==> src/bev_pkg.sv <==
// ----------------------------------------------------------------------------
// bev_pkg
// Shared types and codes for the Bitap edit vector generator.
// ----------------------------------------------------------------------------
package bev_pkg;

    localparam logic CMD_LOAD = 1'b0;
    localparam logic CMD_TEXT = 1'b1;

    localparam int CFG_INDEX_BITS = 4;
    localparam int CFG_DATA_BITS  = 8;

    localparam logic [CFG_INDEX_BITS-1:0] REG_PATTERN_LENGTH = 4'd0;
    localparam logic [CFG_INDEX_BITS-1:0] REG_EDIT_THRESHOLD = 4'd1;

    localparam logic [6:0] PATTERN_LENGTH_RESET = 7'd64;
    localparam logic [4:0] EDIT_THRESHOLD_RESET = 5'd4;

    localparam logic signed [5:0] MIN_ERROR_NONE = -6'sd1;

    typedef enum logic [2:0] {
        ST_IDLE,
        ST_PREP_SCAN,
        ST_SCAN,
        ST_PREP_EMIT,
        ST_EMIT
    } bev_state_t;

    // sequencer to datapath
    typedef struct packed {
        logic s_ready;
        logic start_rd;
        logic scan_step;
        logic emit_step;
        logic last_level;
    } bev_ctrl_t;

    // datapath to sequencer
    typedef struct packed {
        logic found;
        logic out_free;
    } bev_stat_t;

endpackage

==> src/bitap_edit_vector_generator.sv <==
// ----------------------------------------------------------------------------
// bitap_edit_vector_generator
// Bit-parallel approximate matcher (k edits) producing traceback edit vectors.
// ----------------------------------------------------------------------------
// Usage:
//   cfg channel: write pattern_length (index 0) and edit_threshold (index 1)
//   while the block is idle; cfg_ready is always high.
//   s_ channel: cmd 0 loads one pattern base into the base masks (first sets
//   all masks to ones beforehand); it gives no result.
//   cmd 1 feeds one text base, fed in reverse text order; first resets the
//   status vectors. Each text base gives k+1 transfers on the m_ channel,
//   levels 0..k in order, last_of_run on level k.
//   Timing: a read-ahead step, then one level per cycle (in emission, while
//   the result register is free) through the single level unit and the
//   status RAM read port; a new text base is taken only when idle. A final
//   text base first scans the levels for the least matching one, so
//   min_error is known on every one of its results.
//   A result register parts the channels: the next item is taken while the
//   last result waits. When the result register is full and m_ready is low the emit walk holds.
//   Reset clears the masks and status vectors to all ones and restores the
//   register defaults; no clearing pass is needed.
// ----------------------------------------------------------------------------
module bitap_edit_vector_generator
    import bev_pkg::*;
#(
    parameter int PATTERN_BITS = 64,
    parameter int MAX_ERRORS   = 16
) (
    input  logic                      aclk,
    input  logic                      aresetn,

    input  logic                      cfg_valid,
    output logic                      cfg_ready,
    input  logic [CFG_INDEX_BITS-1:0] cfg_index,
    input  logic [CFG_DATA_BITS-1:0]  cfg_data,

    input  logic                      s_valid,
    output logic                      s_ready,
    input  logic                      s_cmd,
    input  logic [2:0]                s_base,
    input  logic [15:0]               s_position,
    input  logic                      s_first,
    input  logic                      s_final_symbol,

    output logic                      m_valid,
    input  logic                      m_ready,
    output logic [15:0]               m_text_index,
    output logic [4:0]                m_error_level,
    output logic [PATTERN_BITS-1:0]   m_match_vec,
    output logic [PATTERN_BITS-1:0]   m_subst_vec,
    output logic [PATTERN_BITS-1:0]   m_ins_vec,
    output logic [PATTERN_BITS-1:0]   m_del_vec,
    output logic                      m_last_of_run,
    output logic signed [5:0]         m_min_error
);

    localparam int PB    = PATTERN_BITS;
    localparam int DEPTH = MAX_ERRORS + 1;
    localparam int LW    = $clog2(DEPTH);
    localparam int IW    = $clog2(PB);

    // ------------------------------------------------------------------
    // configuration
    // ------------------------------------------------------------------
    logic [6:0] pattern_length_reg;
    logic [4:0] edit_threshold_reg;

    assign cfg_ready = 1'b1;

    always_ff @(posedge aclk) begin
        if (!aresetn) begin
            pattern_length_reg <= PATTERN_LENGTH_RESET;
            edit_threshold_reg <= EDIT_THRESHOLD_RESET;
        end else if (cfg_valid) begin
            case (cfg_index)
                REG_PATTERN_LENGTH: pattern_length_reg <= cfg_data[6:0];
                REG_EDIT_THRESHOLD: edit_threshold_reg <= cfg_data[4:0];
                default: ;
            endcase
        end
    end

    logic [6:0]    plen_m1;
    logic [IW-1:0] top_idx;
    logic [6:0]    m_eff;
    logic [LW+4:0] thr_ext;
    logic [LW-1:0] k_eff;

    always_comb begin
        plen_m1 = pattern_length_reg - 7'd1;
        if (pattern_length_reg == 7'd0) begin
            top_idx = '0;
        end else if (pattern_length_reg > 7'(PB)) begin
            top_idx = IW'(PB - 1);
        end else begin
            top_idx = plen_m1[IW-1:0];
        end
        m_eff = 7'(top_idx) + 7'd1;

        thr_ext = {{LW{1'b0}}, edit_threshold_reg};
        if (thr_ext > (LW+5)'(MAX_ERRORS)) begin
            k_eff = LW'(MAX_ERRORS);
        end else begin
            k_eff = thr_ext[LW-1:0];
        end
    end

    // ------------------------------------------------------------------
    // sequencer
    // ------------------------------------------------------------------
    bev_ctrl_t     ctrl;
    bev_stat_t     stat;
    logic [LW-1:0] level;

    bev_ctrl #(
        .MAX_ERRORS (MAX_ERRORS)
    ) u_ctrl (
        .aclk           (aclk),
        .aresetn        (aresetn),
        .s_valid        (s_valid),
        .s_cmd          (s_cmd),
        .s_final_symbol (s_final_symbol),
        .k_eff          (k_eff),
        .stat           (stat),
        .ctrl           (ctrl),
        .level          (level)
    );

    assign s_ready = ctrl.s_ready;

    logic load_acc;
    logic text_acc;

    assign load_acc = s_valid && ctrl.s_ready && (s_cmd == CMD_LOAD);
    assign text_acc = s_valid && ctrl.s_ready && (s_cmd == CMD_TEXT);

    // ------------------------------------------------------------------
    // base masks
    // ------------------------------------------------------------------
    logic [PB-1:0] mask_reg [4];
    logic [IW-1:0] clr_idx;
    logic [PB-1:0] clr_vec;
    logic          clr_en;

    assign clr_idx = top_idx - s_position[IW-1:0];
    assign clr_vec = PB'(1) << clr_idx;
    assign clr_en  = !s_base[2] && (s_position < {9'd0, m_eff});

    always_ff @(posedge aclk) begin
        if (!aresetn) begin
            for (int j = 0; j < 4; j++) begin
                mask_reg[j] <= '1;
            end
        end else if (load_acc) begin
            for (int j = 0; j < 4; j++) begin
                mask_reg[j] <= (s_first ? {PB{1'b1}} : mask_reg[j])
                             & ~((clr_en && s_base[1:0] == 2'(j)) ? clr_vec : '0);
            end
        end
    end

    // ------------------------------------------------------------------
    // per-item registers
    // ------------------------------------------------------------------
    logic [PB-1:0]      bm_reg;
    logic [15:0]        pos_reg;
    logic signed [5:0]  min_err_reg;
    logic [LW+5:0]      level_ext;

    assign level_ext = {6'd0, level};

    always_ff @(posedge aclk) begin
        if (text_acc) begin
            bm_reg      <= s_base[2] ? {PB{1'b1}} : mask_reg[s_base[1:0]];
            pos_reg     <= s_position;
            min_err_reg <= s_final_symbol ? MIN_ERROR_NONE : 6'sd0;
        end else if (ctrl.scan_step && stat.found) begin
            min_err_reg <= level_ext[5:0];
        end
    end

    // ------------------------------------------------------------------
    // status vector store: invalid entries read as all ones
    // ------------------------------------------------------------------
    logic [DEPTH-1:0] stat_vld_reg;
    logic             rd_vld_reg;
    logic             rd_en;
    logic [LW-1:0]    rd_addr;
    logic [PB-1:0]    rd_data;
    logic [PB-1:0]    old_vec;
    logic [PB-1:0]    new_vec;

    assign rd_en   = ctrl.start_rd
                   || ((ctrl.scan_step || ctrl.emit_step) && !ctrl.last_level);
    assign rd_addr = ctrl.start_rd ? '0 : level + LW'(1);

    always_ff @(posedge aclk) begin
        if (!aresetn) begin
            stat_vld_reg <= '0;
        end else if (text_acc && s_first) begin
            stat_vld_reg <= '0;
        end else if (ctrl.emit_step) begin
            stat_vld_reg[level] <= 1'b1;
        end
    end

    always_ff @(posedge aclk) begin
        if (rd_en) begin
            rd_vld_reg <= stat_vld_reg[rd_addr];
        end
    end

    bev_ram #(
        .WIDTH (PB),
        .DEPTH (DEPTH)
    ) u_status_ram (
        .aclk    (aclk),
        .wr_en   (ctrl.emit_step),
        .wr_addr (level),
        .wr_data (new_vec),
        .rd_en   (rd_en),
        .rd_addr (rd_addr),
        .rd_data (rd_data)
    );

    assign old_vec = rd_vld_reg ? rd_data : {PB{1'b1}};

    // ------------------------------------------------------------------
    // level unit
    // ------------------------------------------------------------------
    logic [PB-1:0] prev_old_reg;
    logic [PB-1:0] prev_new_reg;
    logic [PB-1:0] match_vec;
    logic [PB-1:0] subst_vec;
    logic [PB-1:0] ins_vec;
    logic [PB-1:0] del_vec;
    logic [PB-1:0] top_mask;

    bev_level_unit #(
        .W (PB)
    ) u_level (
        .level0       (level == '0),
        .old_vec      (old_vec),
        .prev_old_vec (prev_old_reg),
        .prev_new_vec (prev_new_reg),
        .base_mask    (bm_reg),
        .match_vec    (match_vec),
        .subst_vec    (subst_vec),
        .ins_vec      (ins_vec),
        .del_vec      (del_vec),
        .new_vec      (new_vec)
    );

    // carry the level below into the next step
    always_ff @(posedge aclk) begin
        if (ctrl.scan_step || ctrl.emit_step) begin
            prev_old_reg <= old_vec;
            prev_new_reg <= new_vec;
        end
    end

    assign top_mask   = PB'(1) << top_idx;
    assign stat.found = ((new_vec & top_mask) == '0);

    // ------------------------------------------------------------------
    // result register
    // ------------------------------------------------------------------
    logic out_valid_reg;

    assign stat.out_free = !out_valid_reg || m_ready;

    always_ff @(posedge aclk) begin
        if (!aresetn) begin
            out_valid_reg <= 1'b0;
        end else if (ctrl.emit_step) begin
            out_valid_reg <= 1'b1;
        end else if (m_ready) begin
            out_valid_reg <= 1'b0;
        end
    end

    always_ff @(posedge aclk) begin
        if (ctrl.emit_step) begin
            m_text_index  <= pos_reg;
            m_error_level <= level_ext[4:0];
            m_match_vec   <= match_vec;
            m_subst_vec   <= subst_vec;
            m_ins_vec     <= ins_vec;
            m_del_vec     <= del_vec;
            m_last_of_run <= ctrl.last_level;
            m_min_error   <= min_err_reg;
        end
    end

    assign m_valid = out_valid_reg;

endmodule

==> src/bev_ram.sv <==
// ----------------------------------------------------------------------------
// bev_ram
// Generic simple dual-port RAM: one write port, one read port, registered read.
// ----------------------------------------------------------------------------
module bev_ram #(
    parameter int WIDTH = 64,
    parameter int DEPTH = 17
) (
    input  logic                             aclk,
    input  logic                             wr_en,
    input  logic [$clog2(DEPTH)-1:0]         wr_addr,
    input  logic [WIDTH-1:0]                 wr_data,
    input  logic                             rd_en,
    input  logic [$clog2(DEPTH)-1:0]         rd_addr,
    output logic [WIDTH-1:0]                 rd_data
);

    logic [WIDTH-1:0] mem_reg [DEPTH];
    logic [WIDTH-1:0] rd_data_reg;

    always_ff @(posedge aclk) begin
        if (wr_en) begin
            mem_reg[wr_addr] <= wr_data;
        end
        if (rd_en) begin
            rd_data_reg <= mem_reg[rd_addr];
        end
    end

    assign rd_data = rd_data_reg;

endmodule

==> src/bev_level_unit.sv <==
// ----------------------------------------------------------------------------
// bev_level_unit
// Shared edit-level update: builds the four edit vectors and the new status
// vector of one error level from the old vector and the level below.
// ----------------------------------------------------------------------------
module bev_level_unit #(
    parameter int W = 64
) (
    input  logic         level0,
    input  logic [W-1:0] old_vec,
    input  logic [W-1:0] prev_old_vec,
    input  logic [W-1:0] prev_new_vec,
    input  logic [W-1:0] base_mask,
    output logic [W-1:0] match_vec,
    output logic [W-1:0] subst_vec,
    output logic [W-1:0] ins_vec,
    output logic [W-1:0] del_vec,
    output logic [W-1:0] new_vec
);

    always_comb begin
        match_vec = {old_vec[W-2:0], 1'b0} | base_mask;
        if (level0) begin
            subst_vec = '1;
            ins_vec   = '1;
            del_vec   = '1;
            new_vec   = match_vec;
        end else begin
            del_vec   = prev_old_vec;
            subst_vec = {prev_old_vec[W-2:0], 1'b0};
            ins_vec   = {prev_new_vec[W-2:0], 1'b0};
            new_vec   = del_vec & subst_vec & ins_vec & match_vec;
        end
    end

endmodule

==> src/bev_ctrl.sv <==
// ----------------------------------------------------------------------------
// bev_ctrl
// Level sequencer: walks error levels up from 0 to the least matching level
// (final text base only, at most k), then 0..k to emit and commit results.
// ----------------------------------------------------------------------------
module bev_ctrl
    import bev_pkg::*;
#(
    parameter int MAX_ERRORS = 16
) (
    input  logic                            aclk,
    input  logic                            aresetn,
    input  logic                            s_valid,
    input  logic                            s_cmd,
    input  logic                            s_final_symbol,
    input  logic [$clog2(MAX_ERRORS+1)-1:0] k_eff,
    input  bev_stat_t                       stat,
    output bev_ctrl_t                       ctrl,
    output logic [$clog2(MAX_ERRORS+1)-1:0] level
);

    localparam int LW = $clog2(MAX_ERRORS + 1);

    bev_state_t    state_reg, state_next;
    logic [LW-1:0] level_reg, level_next;
    logic          last_level;

    assign last_level = (level_reg == k_eff);

    always_ff @(posedge aclk) begin
        if (!aresetn) begin
            state_reg <= ST_IDLE;
            level_reg <= '0;
        end else begin
            state_reg <= state_next;
            level_reg <= level_next;
        end
    end

    always_comb begin
        state_next = state_reg;
        level_next = level_reg;
        case (state_reg)
            ST_IDLE: begin
                level_next = '0;
                if (s_valid && s_cmd == CMD_TEXT) begin
                    state_next = s_final_symbol ? ST_PREP_SCAN : ST_PREP_EMIT;
                end
            end
            ST_PREP_SCAN: begin
                level_next = '0;
                state_next = ST_SCAN;
            end
            ST_SCAN: begin
                if (stat.found || last_level) begin
                    state_next = ST_PREP_EMIT;
                end else begin
                    level_next = level_reg + LW'(1);
                end
            end
            ST_PREP_EMIT: begin
                level_next = '0;
                state_next = ST_EMIT;
            end
            ST_EMIT: begin
                if (stat.out_free) begin
                    if (last_level) begin
                        state_next = ST_IDLE;
                    end else begin
                        level_next = level_reg + LW'(1);
                    end
                end
            end
            default: begin
                state_next = ST_IDLE;
                level_next = '0;
            end
        endcase
    end

    always_comb begin
        ctrl            = '0;
        ctrl.last_level = last_level;
        case (state_reg)
            ST_IDLE:      ctrl.s_ready   = 1'b1;
            ST_PREP_SCAN: ctrl.start_rd  = 1'b1;
            ST_PREP_EMIT: ctrl.start_rd  = 1'b1;
            ST_SCAN:      ctrl.scan_step = 1'b1;
            ST_EMIT:      ctrl.emit_step = stat.out_free;
            default:      ctrl.s_ready   = 1'b0;
        endcase
    end

    assign level = level_reg;

endmodule
==> config.mk <==
export PLATFORM = sky130hd
export DESIGN_NAME = bitap_edit_vector_generator
export DESIGN_NICKNAME = d
export VERILOG_FILES = /design/src/bev_pkg.sv /design/src/bitap_edit_vector_generator.sv /design/src/bev_ram.sv /design/src/bev_level_unit.sv /design/src/bev_ctrl.sv
export SDC_FILE = /design/constraint.sdc
export NUM_CORES = 2
export LEC_CHECK = 0
export ABC_AREA = 1
export ABC_CLOCK_PERIOD_IN_PS = 55700
export BUFFER_PORTS_ARGS = -buffer_cell sky130_fd_sc_hd__clkbuf_2
export CAP_MARGIN = 25
export CELL_PAD_IN_SITES_DETAIL_PLACEMENT = 1
export CELL_PAD_IN_SITES_GLOBAL_PLACEMENT = 1
export CORE_ASPECT_RATIO = 0.5
export CORE_MARGIN = 2
export CORE_UTILIZATION = 30
export CTS_BUF_LIST = sky130_fd_sc_hd__clkbuf_4
export DETAILED_ROUTE_END_ITERATION = 10
export GPL_TIMING_DRIVEN = 0
export MAX_ROUTING_LAYER = met4
export PLACE_DENSITY = 0.63
export SYNTH_ARGS = -nofsm -noshare
export SYNTH_HDL_FRONTEND = slang
export SYNTH_SLANG_ARGS = --single-unit
==> constraint.sdc <==
create_clock -name aclk -period 55.7 [get_ports aclk]
set_clock_uncertainty 0.05 [all_clocks]
set_input_delay 5.57 -clock aclk [delete_from_list [all_inputs] [get_ports aclk]]
set_output_delay 5.57 -clock aclk [all_outputs]
set_load 0.03 [all_outputs]
; Yosys cells after proc, flatten, opt, wreduce, memory -nomap -nowiden
; Memories as Yosys holds them, arrays and structs flattened. A register that Yosys moved wholly into a read port is not among the register bits.
; Cells that the tools add are included.
; W data, S select, Z words.
[word_totals]
ff_bits = 472
ram_bits = 1344
in_bits = 39
out_inout_bits = 287
word_cells = 154
memories = 2
[op_classes]
n_addsub = 4
order_cmp = 6
eq_ne = 15
shifts = 2
mux = 49
n_bitwise = 20
reduce_logical = 34
[memory_table]
columns = memory, words, width, read_ports, rd_ports_with_merged_regs, wr, line_no
row1 = u_status_ram.mem_reg, 17, 64, 1, 1, 1, bev_ram.sv:18  ; logic [WIDTH-1:0] mem_reg [DEPTH];
row2 = mask_reg, 4, 64, 5, 1, 4, bitap_edit_vector_generator.sv:140  ; logic [PB-1:0] mask_reg [4];
[ops]
columns = op, n
row1 = $mux W64, 13
row2 = $and A64 B64 Y64, 8
row3 = $not A64 Y64, 4
row4 = $shl A1 B6 Y64 const A, 2
row5 = $logic_not A64 Y1, 1
row6 = $or A64 B64 Y64, 1
row7 = $mux W63, 1
row8 = $mux W6, 5
row9 = $mux W5, 5
row10 = $or A17 B17 Y17, 1
row11 = $lt A16 B7 Y1, 1
row12 = $mux W1, 16
row13 = $pmux W3 S5, 1
row14 = $logic_and A1 B1 Y1, 13
row15 = $lt A5 B6 Y1 const B, 2
row16 = $mux W3, 4
row17 = $pmux W5 S2, 1
row18 = $ne A2 B1 Y1 const B, 4
row19 = $add A6 B1 Y7 const B, 1
row20 = $gt A7 B7 Y1 const B, 1
row21 = $logic_not A7 Y1, 1
row22 = $eq A3 B2 Y1 const B, 2
row23 = $sub A6 B1 Y6 const B, 1
row24 = $sub A6 B6 Y6, 1
row25 = 26 further kinds, 40

; Longest topological paths before layout
[logic_depth]
ltp_word = 11
depth_mapped = 24
depth_no_buf = 24

; Hierarchy
; From an unflattened synthesis, not the netlist that was laid out.
[hier_totals]
cells_unflattened = 7397
area_unflattened_um2 = 82939.5
[modules_own_cells]
columns = mod, n_inst, cells_per_inst, area_each_um2, seq_area_each_um2
row1 = bev_ram, 1, 3716, 45855.2, 34593.2
row2 = bitap_edit_vector_generator, 1, 2915, 33362.0, 23272.3
row3 = bev_level_unit, 1, 654, 3020.4, 0.0
row4 = bev_ctrl, 1, 112, 701.9, 160.2

; Worst setup path after synthesis
; Ideal clock, no wire load.
[synth_path]
path_kind = input -> register
from = input port m_ready
to = memory u_status_ram.mem_reg[16][0], enable pin
setup_time_ps = 648
arrival_time_ps = 22246
required_ps = 55002
slack_ps = 32757
cell_stages = 4
path_buffers = 0
cell_sequence = nor2_1 nor2_1 nand2_1 nor4_1
[synth_via]
elab_chain_len = 4
[synth_rtl]
columns = item, line_no
row1 = from (decl), bitap_edit_vector_generator.sv:46  ; input logic m_ready,
row2 = $logic_or A1 B1 Y1, bitap_edit_vector_generator.sv:270  ; assign stat.out_free = !out_valid_reg || m_ready;
row3 = $mux W1, bev_ctrl.sv:84  ; case (state_reg)
row4 = net u_status_ram.wr_en, bev_ram.sv:10  ; input logic wr_en,
row5 = $mux W1, bev_ram.sv:22  ; if (wr_en) begin
row6 = $mux W1 (implied by the code), bev_ram.sv:23  ; mem_reg[wr_addr] <= wr_data;
row7 = to (decl), bev_ram.sv:18
; The timed path passes the listed nets, and every way through them passes these cells.

==> impl_summary.md <==
Status
The run finished with clean final reports.

Worst hold path
The launch point of the worst hold path is min_err_reg[5]. In this run the worst hold path is classified as reg -> reg.

Clock network
Counting the buffers created by CTS gives 462. The number of gates resized after CTS is 0. The maximum level of the CTS H-tree is 5. The tree is rooted in a sky130_fd_sc_hd__clkbuf_4. Post-CTS timing repair inserted 0 buffers for setup. Clock-pin slew was measured on the worst setup and hold paths at 0.07 ns. The number of sinks on the clock net is 1,880. Hold repair after CTS inserted 0 buffers.

For the worst-skew pair, the clock arrives at the later sink with an insertion delay of 1.31 ns. The maximum count of clock buffers along a single path is 4. TritonCTS built the clock tree.

Power
The design draws 4960 uW. The share of total power dissipated in the clock network is 23.7%. Sequential cells burn 40.7% of the power. The reported leakage power is 0.0312 uW. The share of total power dissipated in combinational logic is 35.6%. The switching power is 2030 uW. Power spread over the standard cell area amounts to 53.6 nW/um2.

The internal power of the cells totals 2930 uW. The worst-case IR drop observed on VDD is 0.0330 mV. Net switching is 41.0% of the power.

Floorplan
The initial core utilization is 30.1%. The floorplan die height is 364 um. In this run the core area contains 132 standard-cell rows. The top-level port count is 326. The area of the core is 258,000 um2.

In this run the horizontal extent of the chip is 724 um. The full die area is 263,000 um2.

Flow run
Max-cap violations in this run came to 0.

Detailed routing
Dividing the detail-routed via count by the number of cells gives 5.22. The routed layout has 58,000 vias. The first routing iteration left 7,046 violations. The DRC violation count after routing is 0. The detail-routed net length per standard cell is 27.2 um. The post-detailed-routing wire length is 302,000 um. In this run the remaining antenna-violating nets after routing total 0. The iteration count of the initial detailed-routing pass is 5.

Logic synthesis
Synthesis produced 6,354 cells. A synthesized cell averages 12.2 um2. The count of distinct cell types in the synthesized netlist is 44. The sequential share of the synthesized area is 72.2%. The total standard cell area after synthesis is 77,700 um2. Synthesis inferred 1,880 register bits.

During synthesis, Yosys emitted a total of 0 warnings. The net count of the mapped netlist is 6,415. In the synthesized netlist the async set-or-reset flop fraction comes to 0%. The most used flip-flop cell after synthesis is sky130_fd_sc_hd__edfxtp_1. The number of enable flip-flop cells after synthesis is 1,842.

Global route
The initial antenna violation count is 16. Entering global routing, the biggest net connects 63 pins. The global route total overflow is 0.

The first-pass GRT wire length is 424,000 um. The via count of the first global-routing pass is 58,300. The total global routing track utilization is 22.9%.

Worst setup path
The maximum fanout along the worst path is 10. The data arrival time of the worst path is 8.89 ns. By startpoint and endpoint, the worst setup path is classified as in -> reg. The standard cell with the maximum stage delay on the critical path is sky130_fd_sc_hd__nor2_1. For the worst setup path, the data required time is 56.54 ns.

The most critical setup path has its startpoint at s_position[1]. In this run the critical register-to-register path is launched from u_ctrl.level[0]. Traced cell by cell, the critical path runs through clkbuf_2 > ha_1 > inv_1 > nor2_1 > o211ai_1 > nand2_1 > a21o_1 > a21oi_1 > o311ai_1 > nor2_1 > buf_6 > clkbuf_1 > nand3_1 > nand2_1 > nand2_1.

In this design, the critical path's most frequently occurring cell is sky130_fd_sc_hd__nand2_1. STA classifies the critical path startpoint as a primary input. The maximum cell stage delay along the critical path is 0.72 ns.

The critical path contains buffers and inverters numbering 4 combined. STA classifies the critical path endpoint as a register. Broken down by cell family, the worst path's largest delay share belongs to simple AND/OR/NAND/NOR gates.

Timing
The number of pins exceeding their max-slew limit in the final report was 0. The hold violation count in the final report was 0. The clock period could shrink to 8.05 ns. In the finished design, the share of the clock period the worst path needs comes to 14.5%.

Setup violations remaining at the end of the flow were counted as 0. For this run, the top clock speed supported by timing is 124 MHz. The final setup TNS is 0 ns. Headroom to the max-slew limit came out at 23.9%. The actual transition at the worst max-transition pin is 1.13 ns. The post-route worst setup slack is 47.65 ns. Setup repair after global routing left no endpoint under its margin.

Finish
The final-stage net count is 7,363. The register with the most flip-flops in the layout has 1,088 of them. After filler insertion, the fill cell instance count of the layout stands at 28,400. Of the cells placed in the final design, the portion with a size suffix greater than 1 is 22.2%. After routing the design area is 92,600 um2.

The area taken by flip-flops and latches is 56,100 um2. The multi-input combinational cells in the finished layout cover a total of 18,800 um2. The number of standard cells in the final layout excluding fillers is 11,100. The area growth from synthesis to final layout is 19.1%.

Place
The post-DP HPWL is 217,000 um. At the placement stage, the worst setup path has a slack of 46.39 ns. Once placement completed, the tool counted placed cells totaling 10,300. Once placement finished, the instance area stood at 86,800 um2.

Buffers placed on the I/O ports in this run total 321. The routability congestion estimate is 0.915.
## placed cells by master, fill, tap and decap left out, types with 22 or more instances in the layout
| cell | netlist | final |
|---|---|---|
| sky130_fd_sc_hd__or2_2 | 274 | 274 |
| sky130_fd_sc_hd__edfxtp_1 | 1842 | 1842 |
| sky130_fd_sc_hd__dfxtp_1 | 38 | 38 |
| sky130_fd_sc_hd__buf_8 | 0 | 49 |
| sky130_fd_sc_hd__clkbuf_1 | 353 | 343 |
| sky130_fd_sc_hd__nand3_1 | 381 | 381 |
| sky130_fd_sc_hd__o21ai_0 | 548 | 548 |
| sky130_fd_sc_hd__clkbuf_4 | 0 | 678 |
| sky130_fd_sc_hd__a31oi_1 | 66 | 66 |
| sky130_fd_sc_hd__a21oi_2 | 0 | 27 |
| sky130_fd_sc_hd__clkinv_1 | 3 | 68 |
| sky130_fd_sc_hd__o221ai_1 | 159 | 159 |
| sky130_fd_sc_hd__nor2_1 | 836 | 809 |
| sky130_fd_sc_hd__buf_4 | 67 | 87 |
| sky130_fd_sc_hd__buf_16 | 0 | 26 |
| sky130_fd_sc_hd__buf_2 | 34 | 35 |
| sky130_fd_sc_hd__inv_1 | 318 | 317 |
| sky130_fd_sc_hd__a221oi_1 | 44 | 44 |
| sky130_fd_sc_hd__buf_12 | 0 | 36 |
| sky130_fd_sc_hd__nand2_1 | 887 | 884 |
| sky130_fd_sc_hd__o22ai_1 | 130 | 130 |
| sky130_fd_sc_hd__o211ai_1 | 142 | 142 |
| sky130_fd_sc_hd__clkbuf_2 | 2 | 333 |
| sky130_fd_sc_hd__nand4_1 | 40 | 40 |
| sky130_fd_sc_hd__nor2_4 | 10 | 24 |
| sky130_fd_sc_hd__buf_6 | 0 | 32 |
| sky130_fd_sc_hd__ha_1 | 22 | 22 |
| sky130_fd_sc_hd__a21oi_1 | 80 | 40 |
## final timing paths
check | depth (start not counted) | slack [ns] | to
worst min-delay path | 0 | 0.34 | m_min_error[5]
worst max-delay path | 15 | 47.65 | mask_reg[0][42]
worst min register to register | 0 | 0.34 | m_min_error[5]
worst max register to register | 11 | 49.29 | u_status_ram.rd_data[1]
## cell families (layout without fill, tap and decap cells)
logic type,count (synthesis),after routing,share of synthesized area (%)
simple gates,2465,2465,13.7
flops,1880,1880,72.2
compound gates,1178,1178,9.37
buf+inv,800,2053,4.25
fa+ha+maj,22,22,0.354
xor+xnor,8,8,0.114
other cells,1,13,0.00483
## layer usage
metal  up-vias  routed length (um)  GRT usage (%)
met3       534               26600           5.27
met5         -                   0              -
met4         0               10600           7.81
met1     29800              121000           28.4
met2      2627              143000           36.8
li1      25000                   -              -
## worst reg2reg max path, stage by stage (launching register included)
cell,delay [ns]
sky130_fd_sc_hd__dfxtp_1,0.51
sky130_fd_sc_hd__clkbuf_1,0.57
sky130_fd_sc_hd__inv_1,0.27
sky130_fd_sc_hd__ha_1,0.38
sky130_fd_sc_hd__nand2_1,0.65
sky130_fd_sc_hd__clkinv_1,0.64
sky130_fd_sc_hd__clkbuf_1,0.74
sky130_fd_sc_hd__clkbuf_1,0.53
sky130_fd_sc_hd__o21ai_0,0.24
sky130_fd_sc_hd__o221ai_1,0.32
sky130_fd_sc_hd__o211ai_1,0.25
sky130_fd_sc_hd__a31oi_1,0.88
## synthesized netlist by cell type (all sizes together) (14+ instances only)
cell / number / area (um2)
a21oi: 80 / 400
a221oi: 44 / 385
a31oi: 66 / 413
buf: 117 / 733
clkbuf: 355 / 1340
dfxtp: 38 / 761
edfxtp: 1842 / 55300
ha: 22 / 275
inv: 325 / 1220
nand2: 895 / 3380
nand3: 383 / 1930
nand4: 40 / 250
nor2: 853 / 3290
nor3: 14 / 70.1
o211ai: 142 / 1070
o21ai: 550 / 2760
o221ai: 159 / 1390
o22ai: 130 / 813
or2: 275 / 1720
## metrics by stage
stage	hold slack (ns)	utilization, %
after floorplan	0.350	-
after global placement	0.350	32.4
after detailed placement	0.356	33.6
after CTS	0.333	35.8
after global routing	0.343	35.8
final	0.343	35.9
## cell type report
class | instances | area share (%)
Clock buffer | 678 | 5.50
Inverter | 328 | 1.33
Sequential cell | 1880 | 60.6
Timing Repair Buffer | 484 | 4.63
Clock inverter | 91 | 0.685
Multi-Input combinational cell | 3674 | 20.3
Buffer | 472 | 2.25
Antenna cell | 12 | 0.0324
Tap cell | 3484 | 4.71
## power by group through the flow
stage	registers [uW]	logic (uW)	clock network [uW]
2_1_floorplan	2090	720	0
3_3_place_gp	2110	1540	0
3_5_place_dp	2040	1720	0
4_1_cts	2010	1720	1190
5_1_grt	2020	1840	1260
6_report	2020	1770	1180
Note: power is estimated with default switching activity, not from simulation.
